File: config.mk
export PLATFORM = sky130hd
export DESIGN_NAME = pida_cell
export DESIGN_NICKNAME = d
export VERILOG_FILES = /design/src/rtl/pida_pkg.sv /design/src/rtl/pida_cell.sv
export SDC_FILE = /design/constraint.sdc
export NUM_CORES = 1
export LEC_CHECK = 0
export BUFFER_PORTS_ARGS = -buffer_cell sky130_fd_sc_hd__buf_2
export CAP_MARGIN = 5
export CORE_UTILIZATION = 40
export CTS_CLUSTER_DIAMETER = 50
export DETAILED_ROUTE_END_ITERATION = 7
export HOLD_SLACK_MARGIN = 0.1
export PLACE_DENSITY = 0.86
export SYNTH_ARGS = -nofsm -noshare
export SYNTH_HDL_FRONTEND = slang
export SYNTH_SLANG_ARGS = --single-unit
File: constraint.sdc
create_clock -name clk -period 12.3 [get_ports clk]
set_input_delay 1.23 -clock clk [delete_from_list [all_inputs] [get_ports clk]]
set_output_delay 1.23 -clock clk [all_outputs]
set_load 0.1 [all_outputs]
File: src/rtl/pida_pkg.sv
// Package: shared types and constants for the positional insert/delete array.
`timescale 1ns / 1ps

package pida_pkg;

    localparam int DATA_W        = 32;
    localparam int POS_W         = 7;
    localparam int DEFAULT_DEPTH = 128;
    localparam int RD_GROUP      = 16;

    typedef enum logic [1:0] {
        FN_INSERT = 2'd0,
        FN_DELETE = 2'd1,
        FN_READ   = 2'd2,
        FN_CLEAR  = 2'd3
    } func_t;

    typedef enum logic [1:0] {
        ST_OK     = 2'd0,
        ST_BADPOS = 2'd1,
        ST_FULL   = 2'd2
    } status_t;

    typedef enum logic [1:0] {
        S_IDLE,
        S_RD_GROUP,
        S_RD_FINAL
    } state_t;

    typedef enum logic [1:0] {
        SH_HOLD,
        SH_INSERT,
        SH_DELETE
    } shift_t;

    typedef struct packed {
        shift_t                   shift;
        logic [POS_W-1:0]         pos;
        logic signed [DATA_W-1:0] ins_value;
        logic [POS_W-1:0]         rd_pos;
    } cell_ctl_t;

endpackage

File: src/rtl/pida_cell.sv
// One storage cell of the chain: holds an entry, shifts with its neighbours.
`timescale 1ns / 1ps

module pida_cell
    import pida_pkg::*;
#(
    parameter int IDX = 0
)
(
    input  logic                     clk,
    input  cell_ctl_t                ctl,
    input  logic signed [DATA_W-1:0] left,
    input  logic signed [DATA_W-1:0] right,
    output logic signed [DATA_W-1:0] data,
    output logic signed [DATA_W-1:0] rd_tap
);

    logic signed [DATA_W-1:0] data_reg;
    logic signed [DATA_W-1:0] data_next;
    int                       pos_i;
    int                       rd_i;

    always_comb
    begin
        pos_i     = int'(ctl.pos);
        rd_i      = int'(ctl.rd_pos);
        data_next = data_reg;
        case (ctl.shift)
            SH_INSERT:
            begin
                if (IDX == pos_i)
                begin
                    data_next = ctl.ins_value;
                end
                else if (IDX > pos_i)
                begin
                    data_next = left;
                end
            end
            SH_DELETE:
            begin
                if (IDX >= pos_i)
                begin
                    data_next = right;
                end
            end
            default:
            begin
                data_next = data_reg;
            end
        endcase
    end

    always_ff @(posedge clk)
    begin
        data_reg <= data_next;
    end

    assign data   = data_reg;
    assign rd_tap = (IDX == rd_i) ? data_reg : '0;

endmodule

==> impl_metrics.csv, run 1 <==
group,metric,value,unit
hold_path,min_path_cells,2,
die,initial_core_util,0.4276,
cells_and_area,largest_reg_flops,32,
sta,clock.fmax,0.2403,GHz
clocking,cts_buffer_depth,2,
sta,min_period_over_period,0.3383,
sta,final-hold-violation-count,0,
detailed_routing,wirelength,4536,µm
setup_path,critPathSlowestCell,"or3_2",
synthesis,ys_seq_area_frac,0.5023,
detailed_routing,via_per_inst,4.692,
setup_path,cp_max_fo,32,
detailed_routing,routedWlPerCell,13.30,µm
place,io_buffer_count,144,
place,dp_hpwl,3474,µm
setup_path,cpMostUsedCell,"buf_2",
cells_and_area,multi_input_area,738.2,µm²
global_routing,antenna_found_initial,0,
sta,fin_ws,8139,ps
status,status,"finished, violations left",
detailed_routing,drc,10,
setup_path,critPathCapture,"rd_tap[0]",
detailed_routing,vias,1600,
synthesis,syn_inst,147,
setup_path,crit_start,"ctl[1]",
power,ir_drop,0.07015,mV
die,fp-row-count,24,
setup_path,end_kind,"primary output",
sta,setup_viol,0,
clocking,cts_resized,0,
die,core,4474,µm²
cells_and_area,drive_gt1_frac,0.7439,
clocking,cts_root_buf,"clkbuf_8",
synthesis,syn-num-nets,260,
sta,rsz0062_at_grt,"no",
global_routing,groute.usage.overall,0.1820,
setup_path,path_cells,"buf_2, or3_2, nor3_1, buf_2",
synthesis,synth_cell_types,17,
hold_path,hp-class,"in2reg",
global_routing,grt_pass1_wl,7065,µm
die,dieArea,5063,µm²
sta,tightest_slew,914.8,ps
sta,finalSetupTns,0,ps
synthesis,synth_warnings,0,
sta,period_needed,4162,ps
cells_and_area,seqCellArea,960.9,µm²
place,dpl-instance-area,2620,µm²
synthesis,ys_seq_elements,32,
clocking,h-tree-depth,2,
cells_and_area,fin_nets,401,
flow_run,max_cap_violations,0,
die,die_w,71.16,µm
clocking,cts_setup_buffers,0,
global_routing,grt_max_degree,33,
cells_and_area,final_area,2700,µm²
setup_path,cp_data_arrival_time,2930,ps
detailed_routing,drtIter0Drc,76,
die,boundaryPins,177,
synthesis,syn_area,1913,µm²
global_routing,first_global_vias,1624,
sta,whs,1240,ps
clocking,tritoncts,"done",
synthesis,syn_avg_cell_area,13.01,µm²
status,violations,"DRC",
detailed_routing,ant_nets,0,
sta,slew_headroom,0.3902,
cells_and_area,fillers,368,
power,power_density,85.66,nW/µm²
cells_and_area,area_delta_synth_final,41.14,%
detailed_routing,firstDrtPassIters,7,
cells_and_area,diodes,0,
clocking,clock_sinks,32,
setup_path,startpoint_type,"input pin",
setup_path,max_stage_delay,860,ps
power,leakage,0.001282,µW
setup_path,crit_required,11070,ps
global_routing,overflow,0,
place,finalWeightedCongestion,0.7717,
power,power,231.3,µW
place,place_ws,8129,ps
sta,drv_slew,0,
die,die_y,71.16,µm
clocking,clk_pin_slew,60,ps
clocking,hold_buffers,0,
clocking,numCtsBuffers,5,
setup_path,path_class,"in2out",
==> Yosys cell counts <==
cell,number,area [µm²]
clkbuf_1,2,7.510
buf_2,6,30.03
nor2b_1,1,6.260
or3_1,1,6.260
nor3_1,2,10.01
inv_1,32,120.1
edfxtp_1,32,960.9
nor3_2,30,300.3
nor2_1,1,3.750
or4_1,1,7.510
nor4b_1,1,8.760
mux2_1,2,22.52
buf_12,3,60.06
xnor2_1,1,8.760
mux2_2,30,337.8
or4_4,1,11.26
buf_6,1,11.26
==> how the worst min path moves through the flow <==
stage / startpoint / to
floorplan: ctl[11] / data[4]
global placement: ctl[12] / data[5]
detailed placement: ctl[11] / data[4]
CTS: ctl[11] / data[4]
global route: right[4] / data[4]
finish: ctl[11] / data[4]
==> power breakdown <==
| group | internal (µW) | total [µW] | switching, µW |
|---|---|---|---|
| Sequential | 121 | 121 | 0.203 |
| Combinational | 17.7 | 34.7 | 17.0 |
| Clock | 39.3 | 75.1 | 35.7 |
| Total | 178 | 231 | 53.0 |
==> per-stage QoR <==
| step | instances | util |
|---|---|---|
| 3_3_place_gp | 333 | 0.5856 |
| 2_1_floorplan | 147 | - |
| 3_5_place_dp | 333 | 0.5856 |
| 6_report | 341 | 0.6035 |
| 4_1_cts | 341 | 0.6035 |
| 5_1_grt | 341 | 0.6035 |
==> area by class of cell <==
type,instances,area share
Sequential cell,32,0.3559
Multi-Input combinational cell,71,0.2734
Timing Repair Buffer,146,0.2725
Inverter,32,0.04449
Clock buffer,7,0.02827
Tap cell,52,0.02410
Clock inverter,1,0.001390
==> kinds of logic (layout without fill, tap and decap cells) <==
| logic type | after synthesis | after routing | share of synthesized area |
|---|---|---|---|
| XOR/XNOR | 1 | 1 | 0.004579 |
| multiplexers | 32 | 32 | 0.1884 |
| flip-flops | 32 | 32 | 0.5023 |
| AND/OR/NAND/NOR | 38 | 38 | 0.1851 |
| buffers and inverters | 44 | 186 | 0.1197 |
==> layout by cell type (no fill, tap or decap) <==
| cell | count |
|---|---|
| nor3_1 | 2 |
| nor3_2 | 30 |
| buf_2 | 144 |
| clkbuf_8 | 5 |
| buf_4 | 2 |
| nor2_1 | 1 |
| xnor2_1 | 1 |
| inv_1 | 32 |
| edfxtp_1 | 32 |
| nor2b_4 | 1 |
| clkbuf_1 | 2 |
| mux2_2 | 30 |
| mux2_1 | 2 |
| or4_4 | 1 |
| nor4b_2 | 1 |
| clkinv_1 | 1 |
| or4_1 | 1 |
| or3_2 | 1 |
==> worst max-delay path: cells and delay by family <==
kind / cells / cell delay, ps
AND/OR/NAND/NOR: 2 / 1130
buffers and inverters: 2 / 560
==> routing by layer <==
layer,up-vias,track usage,share of wire,routed length [µm]
li1,783,-,-,-
met1,722,0.2009,0.39,1751
met2,89,0.3354,0.53,2414
met3,6,0.03846,0.068,308
met4,0,0.07778,0.013,61
met5,-,0,0,0
No activity file was read; power rests on OpenSTA's default activity.
==> run 2: changes to the inputs <==
- CORE_UTILIZATION: 40 -> 37
- PLACE_DENSITY: 0.86 -> 0.8
- clock period: 12.3 -> 4 ns (I/O delays scaled with it)
==> run 2 against run 1 <==
Compared with the run above:
- the flow now finishes without violations
- clock power grew to 3.9 times the previous value
- critical path depth unchanged
- first-iteration DRC count shrank 61%
- power grew to 3.3 times the previous value
- flip-flop and latch count is the same
- non-clock buffer count did not move
- critical endpoint is now rd_tap[31]
- largest cell class unchanged
==> impl_metrics.csv, run 2 (synthesized netlist as in run 1, its figures left out) <==
group,metric,value,unit
setup_path,path_cells,"buf_2, or3_2, nor3_1, buf_2",
setup_path,cp_data_arrival_time,2090,ps
clocking,cts_root_buf,"clkbuf_8",
cells_and_area,mostFrequentLayoutCells,"144 x buf_2, 32 x inv_1, 32 x edfxtp_1",
die,die_y,73.91,µm
die,die_w,73.91,µm
setup_path,crit_start,"ctl[1]",
setup_path,end_kind,"primary output",
sta,whs,408.3,ps
clocking,numCtsBuffers,5,
power,p_sw_frac,0.2135,
flow_run,max_cap_violations,0,
power,power_density,281.0,nW/µm²
sta,period_needed,2487,ps
cells_and_area,area_delta_synth_final,43.95,%
clocking,cts_resized,0,
clocking,clock_sinks,32,
clocking,cts_setup_buffers,0,
place,dp_hpwl,3370,µm
sta,clock.fmax,0.4020,GHz
setup_path,critPathSlowestCell,"or3_2",
place,io_buffer_count,144,
cells_and_area,layout_commonest_cell,"buf_2",
cells_and_area,largest_reg_flops,32,
cells_and_area,diodes,0,
detailed_routing,wirelength,4426,µm
power,comb_power_share,0.138,
cells_and_area,fillers,423,
place,finalWeightedCongestion,0.7250,
setup_path,crit_required,3600,ps
die,initial_core_util,0.3946,
detailed_routing,firstDrtPassIters,4,
clocking,clk_pin_slew,60,ps
detailed_routing,drtIter0Drc,30,
sta,min_period_over_period,0.6218,
sta,slew_headroom,0.3770,
detailed_routing,ant_nets,0,
setup_path,path_class,"in2out",
sta,drv_slew,0,
global_routing,groute.usage.overall,0.1625,
power,ir_drop,0.2059,mV
detailed_routing,vias,1585,
sta,finalSetupTns,0,ps
global_routing,grt_pass1_wl,6575,µm
setup_path,startpoint_type,"input pin",
global_routing,first_global_vias,1477,
hold_path,hp-class,"in2reg",
setup_path,cp_max_fo,32,
global_routing,antenna_found_initial,0,
setup_path,cpMostUsedCell,"buf_2",
sta,rsz0062_at_grt,"no",
global_routing,grt_max_degree,33,
cells_and_area,seqCellArea,960.9,µm²
sta,setup_viol,0,
sta,final-hold-violation-count,0,
setup_path,critPathTopFamily,"simple AND/OR/NAND/NOR gates",
clocking,hold_buffers,0,
power,p_seq_frac,0.483,
hold_path,hold_path_startpoint,"ctl[12]",
die,boundaryPins,177,
power,internal-power,608.7,µW
clocking,tritoncts,"done",
cells_and_area,fin_nets,401,
clocking,cts_buffer_depth,2,
die,core,4848,µm²
die,dieArea,5462,µm²
cells_and_area,multi_input_area,747.0,µm²
status,status,"finished, final reports clean",
die,fp-row-count,25,
global_routing,overflow,0,
setup_path,max_stage_delay,870,ps
power,leakage,0.001301,µW
clocking,h-tree-depth,2,
detailed_routing,routedWlPerCell,12.43,µm
detailed_routing,drc,0,
detailed_routing,via_per_inst,4.452,
power,clkPwrFrac,0.379,
setup_path,path_buf_inv,2,
power,p_sw,165.2,µW
cells_and_area,drive_gt1_frac,0.7474,
sta,tightest_slew,934.6,ps
## run 2: final cells by class
| type | count | share of cell area |
|---|---|---|
| Clock inverter | 3 | 0.01363 |
| Inverter | 32 | 0.04362 |
| Multi-Input combinational cell | 71 | 0.2712 |
| Tap cell | 67 | 0.03044 |
| Clock buffer | 5 | 0.02499 |
| Sequential cell | 32 | 0.3489 |
| Timing Repair Buffer | 146 | 0.2672 |
## run 2: metal layers
| metal | global-route usage | up-vias | wire length [µm] |
|---|---|---|---|
| met5 | 0 | - | 0 |
| met4 | 0.05769 | 0 | 36 |
| met3 | 0.04252 | 2 | 263 |
| met2 | 0.3162 | 74 | 2414 |
| met1 | 0.1641 | 726 | 1712 |
| li1 | - | 783 | - |
## run 2: through the flow
stage               total power, µW  std cells  cell area (µm²)  worst slack (ps)    util
floorplan                     446.4        147             1919             466.4       -
global placement              484.8        348             2648              1526  0.5461
detailed placement            488.7        348             2648              1508  0.5461
CTS                           784.8        356             2754              1506  0.5680
global route                  804.9        356             2754              1373  0.5680
finish                        774.0        356             2754              1513  0.5680
## run 2: worst paths after layout
path                endpoint  slack (ps)  cells past startpoint
setup / recovery  rd_tap[31]        1510                      4
hold / removal       data[5]         410                      2
## run 2: power groups by stage
| stage | registers (µW) | clock network [µW] | logic, µW |
|---|---|---|---|
| final | 373 | 293 | 107 |
| after global routing | 373 | 316 | 116 |
| after CTS | 373 | 303 | 108 |
| after detailed placement | 381 | 0 | 108 |
| after global placement | 381 | 0 | 104 |
| after floorplan | 390 | 0 | 55.9 |
==> run 3: changes to the inputs <==
- CORE_UTILIZATION: 37 -> 34
- PLACE_DENSITY: 0.8 -> 0.78
- clock period: 4 -> 2.2 ns (I/O delays scaled with it)
==> run 3 against run 2 <==
Compared with the run above:
- via count increased by 3.2%
- wire length increased by 18%
- worst hold slack got worse by 170 ps
- die area increased by 8.6%
- flip-flop and latch count stayed put
- sequential share of layout area is 7.1 points lower
- cell count grew 1.4%
- critical path depth is 1 higher
- final area increased by 26%
- global-route usage rose by 2.0 points
- critical path type unchanged
- largest power group unchanged
==> impl_metrics.csv, run 3 (synthesized netlist as in run 1, its figures left out) <==
group,metric,value,unit
clocking,cts_root_buf,"clkbuf_8",
sta,drv_slew,0,
sta,finalSetupTns,0,ps
detailed_routing,drc,0,
setup_path,critPathTopFamily,"simple AND/OR/NAND/NOR gates",
die,die_y,77.01,µm
detailed_routing,firstDrtPassIters,4,
sta,whs,237.7,ps
clocking,cts_buffer_depth,2,
detailed_routing,routedWlPerCell,14.41,µm
sta,tightest_slew,946.1,ps
cells_and_area,seqCellArea,960.9,µm²
cells_and_area,diodes,0,
setup_path,critPathSlowestCell,"or4_4",
setup_path,crit_required,1980,ps
clocking,clk_pin_slew,60,ps
setup_path,cp_max_fo,32,
setup_path,path_cells,"buf_2, or4_4, buf_12, nor3_4, buf_12",
global_routing,grt_max_degree,33,
status,status,"finished, final reports clean",
clocking,tritoncts,"done",
power,power_density,379.5,nW/µm²
detailed_routing,via_per_inst,4.529,
clocking,numCtsBuffers,5,
die,core,5270,µm²
setup_path,path_class,"in2out",
sta,period_needed,1825,ps
clocking,clock_sinks,32,
die,dieArea,5931,µm²
cells_and_area,multi_input_area,964.7,µm²
sta,setup_viol,0,
clocking,cts_resized,0,
sta,rsz0062_at_grt,"no",
hold_path,holdPathEnd,"data[5]",
clocking,hold_buffers,0,
place,finalWeightedCongestion,0.7081,
hold_path,hold_path_startpoint,"right[5]",
hold_path,hp-class,"in2reg",
setup_path,cp_data_arrival_time,1600,ps
detailed_routing,wirelength,5203,µm
sta,final-hold-violation-count,0,
cells_and_area,largest_reg_flops,32,
place,io_buffer_count,144,
detailed_routing,ant_nets,0,
hold_path,min_path_cells,2,
global_routing,grt_pass1_wl,8169,µm
setup_path,path_buf_inv,3,
power,power,1313,µW
die,die_w,77.01,µm
setup_path,startpoint_type,"input pin",
cells_and_area,fin_nets,404,
detailed_routing,vias,1635,
cells_and_area,area_delta_synth_final,80.90,%
die,initial_core_util,0.3630,
setup_path,cpMostUsedCell,"buf_12",
flow_run,max_cap_violations,0,
power,leakage,0.001614,µW
sta,clock.fmax,0.5480,GHz
sta,slew_headroom,0.3693,
cells_and_area,fillers,408,
clocking,h-tree-depth,2,
cells_and_area,layout_commonest_cell,"buf_2",
setup_path,max_stage_delay,550,ps
global_routing,first_global_vias,1807,
global_routing,groute.usage.overall,0.1821,
place,dp_hpwl,4194,µm
die,fp-row-count,26,
die,boundaryPins,177,
power,ir_drop,0.2518,mV
global_routing,antenna_found_initial,0,
cells_and_area,mostFrequentLayoutCells,"112 x buf_2, 33 x buf_12, 32 x inv_1, 32 x nor3_4, 32 x edfxtp_1",
global_routing,overflow,0,
sta,min_period_over_period,0.8295,
detailed_routing,drtIter0Drc,64,
cells_and_area,drive_gt1_frac,0.7595,
clocking,cts_setup_buffers,0,
setup_path,end_kind,"primary output",
## run 3: cell count changes in the layout (fill, tap and decap cells not counted)
cell	delta
nor3_4	+32
nor3_1	-2
or3_4	+1
or4_4	+1
bufinv_16	-1
buf_4	+2
nor3_2	-30
or4_1	-1
buf_12	+33
buf_2	-32
or3_2	-1
## run 3: how the worst max path moves through the flow
| stage | cells after the start | start | slack, ps | to |
|---|---|---|---|---|
| floorplan | 2 | ctl[42] | -150 | data[0] |
| global placement | 4 | ctl[42] | 410 | data[12] |
| detailed placement | 5 | ctl[2] | 380 | rd_tap[22] |
| CTS | 5 | ctl[2] | 370 | rd_tap[22] |
| global route | 5 | ctl[2] | 350 | rd_tap[22] |
| finish | 5 | ctl[2] | 380 | rd_tap[22] |
## run 3: final cells by class
class,count,area share
clock buffer,5,0.01988
timing repair buffer,149,0.3615
inverter,32,0.03471
sequential,32,0.2777
clock inverter,2,0.002169
tap,70,0.02531
multi-input combinational,71,0.2787
## run 3: where the power goes
group	total, µW	internal, µW	switching (µW)
Combinational	226	111	116
Clock	408	208	199
Sequential	679	678	1.07
## run 3: metrics by stage
step                      utilization  setup WS (ps)  cells  area, µm²
after floorplan                     -         -154.9    147       2142
after global placement         0.6422          413.8    354       3385
after detailed placement       0.6422          375.5    354       3385
after CTS                      0.6567          371.2    361       3461
after global routing           0.6567          348.2    361       3461
final                          0.6567          375.1    361       3461
## run 3: layer usage
metal,vias up,global-route usage,part of all wire
met5,-,0,0
met4,0,0.08113,0.020
li1,797,-,-
met1,749,0.1711,0.33
met2,79,0.3688,0.59
met3,10,0.03810,0.057
